`src/rtl/ngc_pkg.sv`:
```
`default_nettype none
package ngc_pkg;

  localparam int unsigned MAX_DEGREE  = 256;
  localparam int unsigned BUF_AW      = 8;
  localparam int unsigned CNT_W       = 9;
  localparam int unsigned LABEL_W     = 16;
  localparam int unsigned VID_W       = 16;
  localparam int unsigned LIN_W       = 16;
  localparam int unsigned LOG_W       = 28;
  localparam int unsigned ACC_W       = 32;
  localparam int unsigned CFG_IDX_W   = 2;
  localparam int unsigned CFG_DATA_W  = 16;
  localparam int unsigned LOG_ITERS   = 24;
  localparam logic [31:0] LN2_Q32     = 32'd2977044472;
  localparam logic [ACC_W-1:0] LOG_MAX = 32'h0FFF_FFFF;

  // configuration register indexes
  localparam logic [CFG_IDX_W-1:0] CFG_SWAP_EN = 2'd0;
  localparam logic [CFG_IDX_W-1:0] CFG_SWAP_A  = 2'd1;
  localparam logic [CFG_IDX_W-1:0] CFG_SWAP_B  = 2'd2;

  localparam logic REQ_LABEL    = 1'b0;
  localparam logic REQ_NEIGHBOR = 1'b1;

  typedef enum logic [4:0] {
    OP_NONE, OP_LABWR, OP_LABRD, OP_STORE, OP_SINIT, OP_RDI, OP_KEY, OP_CHK,
    OP_CMP, OP_GRD0, OP_GFIRST, OP_GNEXT, OP_GDIFF, OP_LOGIT, OP_M1, OP_M2, OP_OUT
  } op_e;

  typedef struct packed {
    op_e op;
  } cmd_t;

  typedef struct packed {
    logic last_flag;
    logic i_ge_n;
    logic j_zero;
    logic gt;
    logic k_ge_n;
    logic d_nz;
    logic it_done;
    logic out_busy;
  } status_t;

endpackage
`default_nettype wire

```
`src/rtl/ngc_ctrl.sv`:
```
`default_nettype none
module ngc_ctrl
  import ngc_pkg::*;
(
  input  wire logic    clk_i,
  input  wire logic    rst_ni,
  input  wire logic    in_valid_i,
  input  wire logic    in_req_i,
  output logic         in_stall_o,
  input  wire status_t status_i,
  output cmd_t         cmd_o
);

  typedef enum logic [14:0] {
    S_IDLE   = 15'b000000000000001,
    S_LAB    = 15'b000000000000010,
    S_SINIT  = 15'b000000000000100,
    S_SORT   = 15'b000000000001000,
    S_KEY    = 15'b000000000010000,
    S_CHK    = 15'b000000000100000,
    S_CMP    = 15'b000000001000000,
    S_GRD0   = 15'b000000010000000,
    S_GFIRST = 15'b000000100000000,
    S_GNEXT  = 15'b000001000000000,
    S_GDIFF  = 15'b000010000000000,
    S_LOG    = 15'b000100000000000,
    S_M1     = 15'b001000000000000,
    S_M2     = 15'b010000000000000,
    S_OUT    = 15'b100000000000000
  } state_e;

  state_e state_q, state_d;

  assign in_stall_o = (state_q != S_IDLE);

  // sequence the load, the sort and the gap walk
  always_comb begin
    state_d   = state_q;
    cmd_o.op  = OP_NONE;
    case (state_q)
      S_IDLE: begin
        if (in_valid_i) begin
          if (in_req_i == REQ_LABEL) begin
            cmd_o.op = OP_LABWR;
          end else begin
            cmd_o.op = OP_LABRD;
            state_d  = S_LAB;
          end
        end
      end
      S_LAB: begin
        cmd_o.op = OP_STORE;
        state_d  = status_i.last_flag ? S_SINIT : S_IDLE;
      end
      S_SINIT: begin
        cmd_o.op = OP_SINIT;
        state_d  = S_SORT;
      end
      S_SORT: begin
        if (status_i.i_ge_n) begin
          state_d = S_GRD0;
        end else begin
          cmd_o.op = OP_RDI;
          state_d  = S_KEY;
        end
      end
      S_KEY: begin
        cmd_o.op = OP_KEY;
        state_d  = S_CHK;
      end
      S_CHK: begin
        cmd_o.op = OP_CHK;
        state_d  = status_i.j_zero ? S_SORT : S_CMP;
      end
      S_CMP: begin
        cmd_o.op = OP_CMP;
        state_d  = status_i.gt ? S_CHK : S_SORT;
      end
      S_GRD0: begin
        cmd_o.op = OP_GRD0;
        state_d  = S_GFIRST;
      end
      S_GFIRST: begin
        cmd_o.op = OP_GFIRST;
        state_d  = S_GNEXT;
      end
      S_GNEXT: begin
        if (status_i.k_ge_n) begin
          state_d = S_OUT;
        end else begin
          cmd_o.op = OP_GNEXT;
          state_d  = S_GDIFF;
        end
      end
      S_GDIFF: begin
        cmd_o.op = OP_GDIFF;
        state_d  = status_i.d_nz ? S_LOG : S_GNEXT;
      end
      S_LOG: begin
        cmd_o.op = OP_LOGIT;
        if (status_i.it_done) state_d = S_M1;
      end
      S_M1: begin
        cmd_o.op = OP_M1;
        state_d  = S_M2;
      end
      S_M2: begin
        cmd_o.op = OP_M2;
        state_d  = S_GNEXT;
      end
      S_OUT: begin
        if (!status_i.out_busy) begin
          cmd_o.op = OP_OUT;
          state_d  = S_IDLE;
        end
      end
      default: state_d = S_IDLE;
    endcase
  end

  always_ff @(posedge clk_i or negedge rst_ni) begin
    if (!rst_ni) state_q <= S_IDLE;
    else         state_q <= state_d;
  end

endmodule
`default_nettype wire

```
`config.mk`:
```
export PLATFORM = sky130hd
export DESIGN_NAME = ngc_ctrl
export DESIGN_NICKNAME = d
export VERILOG_FILES = /design/src/rtl/ngc_pkg.sv /design/src/rtl/ngc_ctrl.sv
export SDC_FILE = /design/constraint.sdc
export NUM_CORES = 1
export LEC_CHECK = 0
export ABC_CLOCK_PERIOD_IN_PS = 1900
export BUFFER_PORTS_ARGS = -buffer_cell sky130_fd_sc_hd__buf_2
export CORE_MARGIN = 10
export CORE_UTILIZATION = 45
export DETAILED_ROUTE_END_ITERATION = 12
export PLACE_DENSITY = 0.76
export SLEW_MARGIN = 20
export SYNTH_ARGS = -nofsm -noshare
export SYNTH_HDL_FRONTEND = slang
export SYNTH_SLANG_ARGS = --single-unit
```
`constraint.sdc`:
```
create_clock -name clk_i -period 1.9 [get_ports clk_i]
set_input_delay 0 -clock clk_i [delete_from_list [all_inputs] [get_ports clk_i]]
set_output_delay 0 -clock clk_i [all_outputs]
set_load 0.02 [all_outputs]
```
After elaboration in Yosys (flattened, before gate mapping)
Cells that the tools add are included.
- bits in registers: 15
- input port bits: 12
- equal/unequal tests: 20
- mux-type cells: 17
- reductions and logical operators: 2
- operators by type and width (kind ; number):
    $pmux 15 s14 ; 1
    $mux 15 ; 5
    $pmux 5 s15 ; 1
    $eq 15x1->1 const B ; 1
    $eq 15x10->1 const B ; 1
    $eq 15x11->1 const B ; 1
    $eq 15x12->1 const B ; 1
    $eq 15x13->1 const B ; 1
    $eq 15x14->1 const B ; 1
    $eq 15x15->1 const B ; 1
    $eq 15x2->1 const B ; 1
    $eq 15x3->1 const B ; 1
    $eq 15x4->1 const B ; 1
    $eq 15x5->1 const B ; 1
    $eq 15x6->1 const B ; 1
    $eq 15x7->1 const B ; 1
    $eq 15x8->1 const B ; 1
    $eq 15x9->1 const B ; 1
    $ne 15x1->1 const B ; 1
    $mux 12 ; 1
    $mux 8 ; 1
    $ne 2x2->1 const B ; 4
    $mux 7 ; 1
    $mux 3 ; 2
    6 further kinds ; 7

Depth between registers and ports, before layout
Gate-level depths: netlist (run 1).
- depth in word-level cells: 3
- mapped depth: 6
- depth with buffers taken out: 5

Least setup slack after synthesis (run 1)
No wires, ideal clock.
- path type: register to register
- from: reg state_q[9]
- to: reg state_q[0]
- setup time: 0.083 ns
- arrival: 1.765 ns
- required time: 1.817 ns
- setup slack: 0.051 ns
- stages on the path, launching flop included: 7
- buffers on the path: 1
- clock period less this slack: 1.849 ns
- path through: dfrtp_1 or4_1 buf_2 a211o_1 a21oi_2 nor4b_1 o32a_1
- word-level cells in the longest chain between the ends: 3
- elaborated cells between the ends (all ways): 22
- classes of those cells: eq/ne: 19; mux: 1; reduce/logical: 2
- ends and longest elaborated chain (element ; line ; RTL):
    start, declared ; ngc_ctrl.sv:32 ; state_e state_q, state_d;
    start signal, assigned ; ngc_ctrl.sv:123 ; else state_q <= state_d;
    $eq 15x14->1, or another cell as far along ; ngc_ctrl.sv:40 ; case (state_q)
    $reduce_or 2->1 (no line) / $ne 2x2->1 (equally long branches) ; - ;
    $pmux 15 s14 / $reduce_and 4->1 (equally long branches) ; - ;
Several ways; a longest one is shown, not always the timed one.
A chain may end at the register's enable or synchronous reset.

==> metrics.yaml, run 1 <==
run_status:
  status: "finished, violations left"
  violations: "negative hold slack, negative setup slack"
drt:
  remaining_drc_errors: 0
  routed_wl_um: 4100
  first_iter_violations: 107
  routedWlPerCell_um: 19.6
  via_per_inst: 6.25
  first_pass_iters: 4
  detail-route-antenna-nets: 0
  num_vias: 1307
setup_path:
  cp_slowest_stage_delay_ns: 0.42
  worstSetupStartpointType: "register"
  crit_type: "register to output port"
  crit_family: "simple AND/OR/NAND/NOR gates"
  critPathMostFrequentCell: "buf_6"
  crit_buf_inv: 3
  required_ns: 1.90
  cp_cell_sequence: "buf_6 > nor4_4 > buf_4 > nand3_4 > nor3_4 > o21ai_1 > nand3b_1 > buf_6"
  path_max_fanout: 6
  worstPathArrival_ns: 2.13
  critPathCaptureType: "output port"
  cp_slowest_cell: "dfrtp_1"
global_routing:
  grt_max_degree: 16
  grt_pass1_wl_um: 5460
  antenna_found_initial: 0
  grt_pass1_vias: 1185
  grt-ovfl-total: 0
  grt_util_all_layers: 0.153
timing:
  timing.final.crit_share: 1.12
  skew_ns: 0.00814
  slew_viol_final: 0
  rsz0062_at_grt: "yes"
  min_period_ns: 2.13
  slew_headroom: 0.736
  finalHoldViolCount: 1
  finalWorstSetupSlack_ns: -0.231
  whs_ns: -0.00297
  worstMarginPinSlew_ns: 0.390
  setup_viol_count_final: 5
  clock.fmax_mhz: 469
finish:
  largest_register_ffs: 15
  regArea_um2: 378
  regMostFlops: "state_q"
  drive_above_1_share: 0.448
  area_delta_synth_final_pct: 57.0
  fin_nets: 194
  n_antenna_cell: 0
  largest_registers: "state_q (15)"
  post-route-util: 0.756
  fillers: 155
  multi_input_area_um2: 805
die:
  pin_count: 18
  die_area_mm2: 0.00474
  fp.dieW_um: 68.9
  rows: 17
  fp.dieH_um: 68.9
  start_util: 0.481
  core-area_mm2: 0.00223
synth:
  synth_area_leaders: "dfrtp_1 (33%), nor2_1 (6.3%), nand2_1 (4.9%), nand4b_1 (4.1%), xor2_1 (4.1%)"
  syn-instance-count: 127
  syn_area_mm2: 0.00107
  synth-seq-area-share: 0.350
  synth_area_leader_cell: "dfrtp_1"
  ys_types: 40
  avgSynthCellArea_um2: 8.46
  synth_warnings: 0
  synth_nets: 139
  synth.top_cell.area_share: 0.326
  ys_ff_latch: 15
clocking:
  ctsHtreeMaxLevel: 1
  cts_tree: "done"
  insertion_delay_ns: 0.31
  cts_sinks: 15
  cts_buffer_depth: 2
  clkSlewWorstSetupHoldPaths_ns: 0.10
  cts-root-buf: "clkbuf_4"
  cts_buffers: 3
worst_hold_path:
  min_path_type: "input pin to register"
power_and_ir_drop:
  p_leak_nw: 0.804
  power_mw: 1.07
  vdd_drop_max_mv: 0.609
  p_per_area_mw_per_mm2: 632
placement:
  place_hpwl_um: 2360
  place.gp.congestion: 0.868
  io_buffer_count: 17
run:
  maxCapViolations: 0
## layout make-up
class                           count  share of cell area
Tap cell                           28              0.0208
Clock inverter                      1             0.00297
Sequential cell                    15               0.224
Timing Repair Buffer               57               0.258
Multi-Input combinational cell    103               0.477
Clock buffer                        3              0.0133
Inverter                            2             0.00445
## cells by family after synthesis
logic type      count (synthesis)  synth area share
flops                          15             0.350
buf+inv                         9            0.0338
mux                             2            0.0198
simple gates                   80             0.434
xor+xnor                        5            0.0407
compound gates                 16             0.121
## synth_stat cells
| cell | count |
|---|---|
| and4b_1 | 1 |
| nand4_1 | 2 |
| nor4_2 | 2 |
| a21oi_1 | 3 |
| o21ai_1 | 1 |
| nor2b_1 | 1 |
| nand2_1 | 14 |
| o41ai_1 | 1 |
| nor3_2 | 1 |
| a211oi_1 | 2 |
| nand3b_1 | 1 |
| nor4b_1 | 4 |
| nand2b_1 | 2 |
| nor3b_1 | 2 |
| nor2_1 | 18 |
| o311ai_1 | 1 |
| nand4b_1 | 5 |
| nand3_1 | 6 |
| inv_1 | 2 |
| a41oi_1 | 1 |
| nor4_4 | 1 |
| or3_1 | 1 |
| and2_1 | 1 |
| nor3_1 | 8 |
| o32ai_2 | 1 |
| a21oi_2 | 1 |
| a21o_1 | 1 |
| dfrtp_1 | 14 |
| o32a_1 | 1 |
| a2111oi_0 | 1 |
| a211o_1 | 2 |
| xor2_1 | 5 |
| and3_1 | 4 |
| mux2_2 | 1 |
| mux2i_1 | 1 |
| buf_2 | 2 |
| clkbuf_1 | 5 |
| dfstp_2 | 1 |
| or4_1 | 2 |
| nor4_1 | 4 |
## per-stage QoR
| stage | setup TNS, ns | std cells | setup slack (ns) | area [um^2] |
|---|---|---|---|---|
| after floorplan | 0 | 127 | 0.0513 | 1070 |
| after global placement | 0 | 183 | 0.0583 | 1300 |
| after detailed placement | -0.0283 | 183 | -0.0283 | 1300 |
| after CTS | -0.504 | 197 | -0.139 | 1500 |
| after global routing | -1.17 | 209 | -0.310 | 1690 |
| final | -0.835 | 209 | -0.231 | 1690 |
## report_power, final
| group | total (mW) | switching (mW) | internal [mW] |
|---|---|---|---|
| Combinational | 0.489 | 0.272 | 0.217 |
| Clock | 0.194 | 0.115 | 0.0788 |
| Sequential | 0.384 | 0.0407 | 0.344 |
## layout by cell type (no fill, tap or decap), types with 3 or more instances in the layout
cell            n
nor4_1          3
nor4_4          4
dlygate4sd3_1   6
nor3_4          3
nand2_2         3
nand4b_1        5
buf_2          12
nand3_1         5
a21oi_1         3
and3_1          3
xor2_1          5
clkbuf_4        3
buf_6           6
nor2_1         16
buf_4          33
nand2_1        11
dfrtp_1        13
nor3_1          6
## metal layers
metal,GRT usage,vias up,share of wire
met5,0,-,0
met4,0.0862,0,0.049
met3,0.0467,23,0.093
met2,0.248,76,0.48
met1,0.174,620,0.38
li1,-,588,-
## final timing paths
| path | start | to | slack (ns) | cells past startpoint |
|---|---|---|---|---|
| max | state_q[9] | cmd_o[2] | -0.23 | 8 |
| min | status_i[6] | state_q[7] | -0.003 | 2 |
| max reg2reg | state_q[9] | state_q[0] | -0.06 | 7 |
| min reg2reg | state_q[14] | state_q[13] | 0.64 | 1 |
| max in group asynchronous | rst_ni | state_q[0] | 1.46 | 2 |
| min in group asynchronous | rst_ni | state_q[10] | 0.13 | 2 |
## timing repair
action | 4_1_cts | 5_1_grt
hold buffers | 6 | 0
resized for setup | 17 | 21
buffers inserted | 4 | 12
pin swaps | 7 | 8
hold endpoints to repair | 20 | 0
endpoints found under the setup margin | 6 | 6
Power figures use the tool's default switching activity.
==> inputs of run 2 (changes only) <==
--- a/config.mk
+++ b/config.mk
@@ -5,12 +5,12 @@
 export SDC_FILE = /design/constraint.sdc
 export NUM_CORES = 1
 export LEC_CHECK = 0
-export ABC_CLOCK_PERIOD_IN_PS = 1900
+export ABC_CLOCK_PERIOD_IN_PS = 2200
 export BUFFER_PORTS_ARGS = -buffer_cell sky130_fd_sc_hd__buf_2
 export CORE_MARGIN = 10
 export CORE_UTILIZATION = 45
 export DETAILED_ROUTE_END_ITERATION = 12
-export PLACE_DENSITY = 0.76
+export PLACE_DENSITY = 0.73
 export SLEW_MARGIN = 20
 export SYNTH_ARGS = -nofsm -noshare
 export SYNTH_HDL_FRONTEND = slang
==> constraint.sdc (replaced) <==
create_clock -name clk_i -period 2.2 [get_ports clk_i]
set_input_delay 0 -clock clk_i [delete_from_list [all_inputs] [get_ports clk_i]]
set_output_delay 0 -clock clk_i [all_outputs]
set_load 0.02 [all_outputs]
==> metrics.yaml, run 2 (synthesis results as in run 1) <==
run_status:
  status: "finished clean"
clocking:
  insertion_delay_ns: 0.30
  cts_buffers: 3
  cts_buffer_depth: 2
  clkSlewWorstSetupHoldPaths_ns: 0.10
  cts-root-buf: "clkbuf_4"
  cts_sinks: 15
  ctsHtreeMaxLevel: 1
  cts_tree: "done"
global_routing:
  grt-ovfl-total: 0
  grt_util_all_layers: 0.132
  grt_max_degree: 16
  grt_pass1_wl_um: 4890
  grt_pass1_vias: 1080
  antenna_found_initial: 0
die:
  fp.dieW_um: 68.9
  rows: 17
  die_area_mm2: 0.00474
  start_util: 0.481
  core-area_mm2: 0.00223
  pin_count: 18
  fp.dieH_um: 68.9
finish:
  largest_registers: "state_q (15)"
  n_antenna_cell: 0
  regMostFlops: "state_q"
  finalInstanceArea_mm2: 0.00137
  area_delta_synth_final_pct: 27.4
  final_cell_mix: "nor2_1 (18), buf_2 (17), nand2_1 (14)"
  largest_register_ffs: 15
  layout_commonest_cell: "nor2_1"
  drive_above_1_share: 0.295
  fin_nets: 169
drt:
  first_iter_violations: 70
  routedWlPerCell_um: 16.4
  first_pass_iters: 4
  routed_wl_um: 3020
  num_vias: 1090
  via_per_inst: 5.92
  detail-route-antenna-nets: 0
  remaining_drc_errors: 0
placement:
  place.gp.congestion: 0.895
  place_hpwl_um: 2230
  placed_cell_area_mm2: 0.00121
  io_buffer_count: 17
  pre_cts_ws_ns: 0.228
setup_path:
  cp_cell_sequence: "nor4_4 > and2_1 > nand2_1 > o311ai_1 > a211o_1 > buf_2"
  required_ns: 2.20
  cp_slowest_stage_delay_ns: 0.47
  path_max_fanout: 7
  critPathCaptureType: "output port"
  worstSetupStartpointType: "register"
  cp_slowest_cell: "dfrtp_2"
  crit_type: "register to output port"
  worstPathArrival_ns: 2.11
timing:
  min_period_ns: 2.11
  worstMarginPinSlew_ns: 0.680
  skew_ns: 0.00104
  timing.final.crit_share: 0.958
  finalWorstSetupSlack_ns: 0.0922
  finalHoldViolCount: 0
  slew_viol_final: 0
  clock.fmax_mhz: 474
  setup_viol_count_final: 0
  slew_headroom: 0.540
worst_hold_path:
  min_path_type: "input pin to register"
run:
  maxCapViolations: 0
power_and_ir_drop:
  p_per_area_mw_per_mm2: 596
  vdd_drop_max_mv: 0.462
  p_leak_nw: 0.649
## run 2: metrics by stage
stage / total power [mW] / hold WS [ns] / cells / utilization / TNS (ns)
global placement: 0.601 / -0.0710 / 171 / 0.542 / 0
CTS: 0.782 / 0.0202 / 181 / 0.583 / 0
floorplan: 0.511 / -0.296 / 127 / - / 0
finish: 0.815 / 0.00818 / 184 / 0.613 / 0
detailed placement: 0.605 / -0.0674 / 171 / 0.542 / 0
global route: 0.860 / 0.0146 / 184 / 0.613 / -0.130
## run 2: critical path: cells and delay by family, from the launching register on
family,cells,cell delay (ns)
buffers and inverters,1,0.16
and+or+nand+nor,3,0.67
AOI/OAI and AO/OA,2,0.51
DFF,1,0.47
## run 2: where the power goes
group,switching (mW),internal (mW)
Combinational,0.181,0.133
Clock,0.101,0.0708
Sequential,0.0321,0.297
## run 2: final timing paths
| kind | from | endpoint | slack, ns | cells past startpoint |
|---|---|---|---|---|
| max | state_q[3] | cmd_o[1] | 0.09 | 6 |
| min | status_i[6] | state_q[7] | 0.008 | 2 |
| max reg2reg | state_q[2] | state_q[0] | 0.27 | 5 |
| min reg2reg | state_q[10] | state_q[13] | 0.60 | 2 |
| max in group asynchronous | rst_ni | state_q[0] | 1.76 | 2 |
| min in group asynchronous | rst_ni | state_q[14] | 0.13 | 2 |
## run 2: repair_timing
action | CTS | global route
hold buffers | 6 | 0
setup buffers | 0 | 3
pin swaps | 0 | 3
resized for setup | 1 | 12
endpoints found under the hold margin | 20 | 0
endpoints found under the setup margin | 2 | 4
## run 2: routing by layer
metal / GRT usage / routed length, um / up-vias
met1: 0.164 / 1430 / 527
met3: 0.0322 / 140 / 5
met5: 0 / 0 / -
met4: 0.0369 / 45 / 0
li1: - / - / 537
met2: 0.221 / 1410 / 21
## run 2: cell type report
class,instances,area [um^2]
sequential,15,382
clock buffer,4,26.3
fill,191,865
timing repair buffer,32,213
tap,28,35.0
inverter,2,7.51
multi-input combinational,103,706
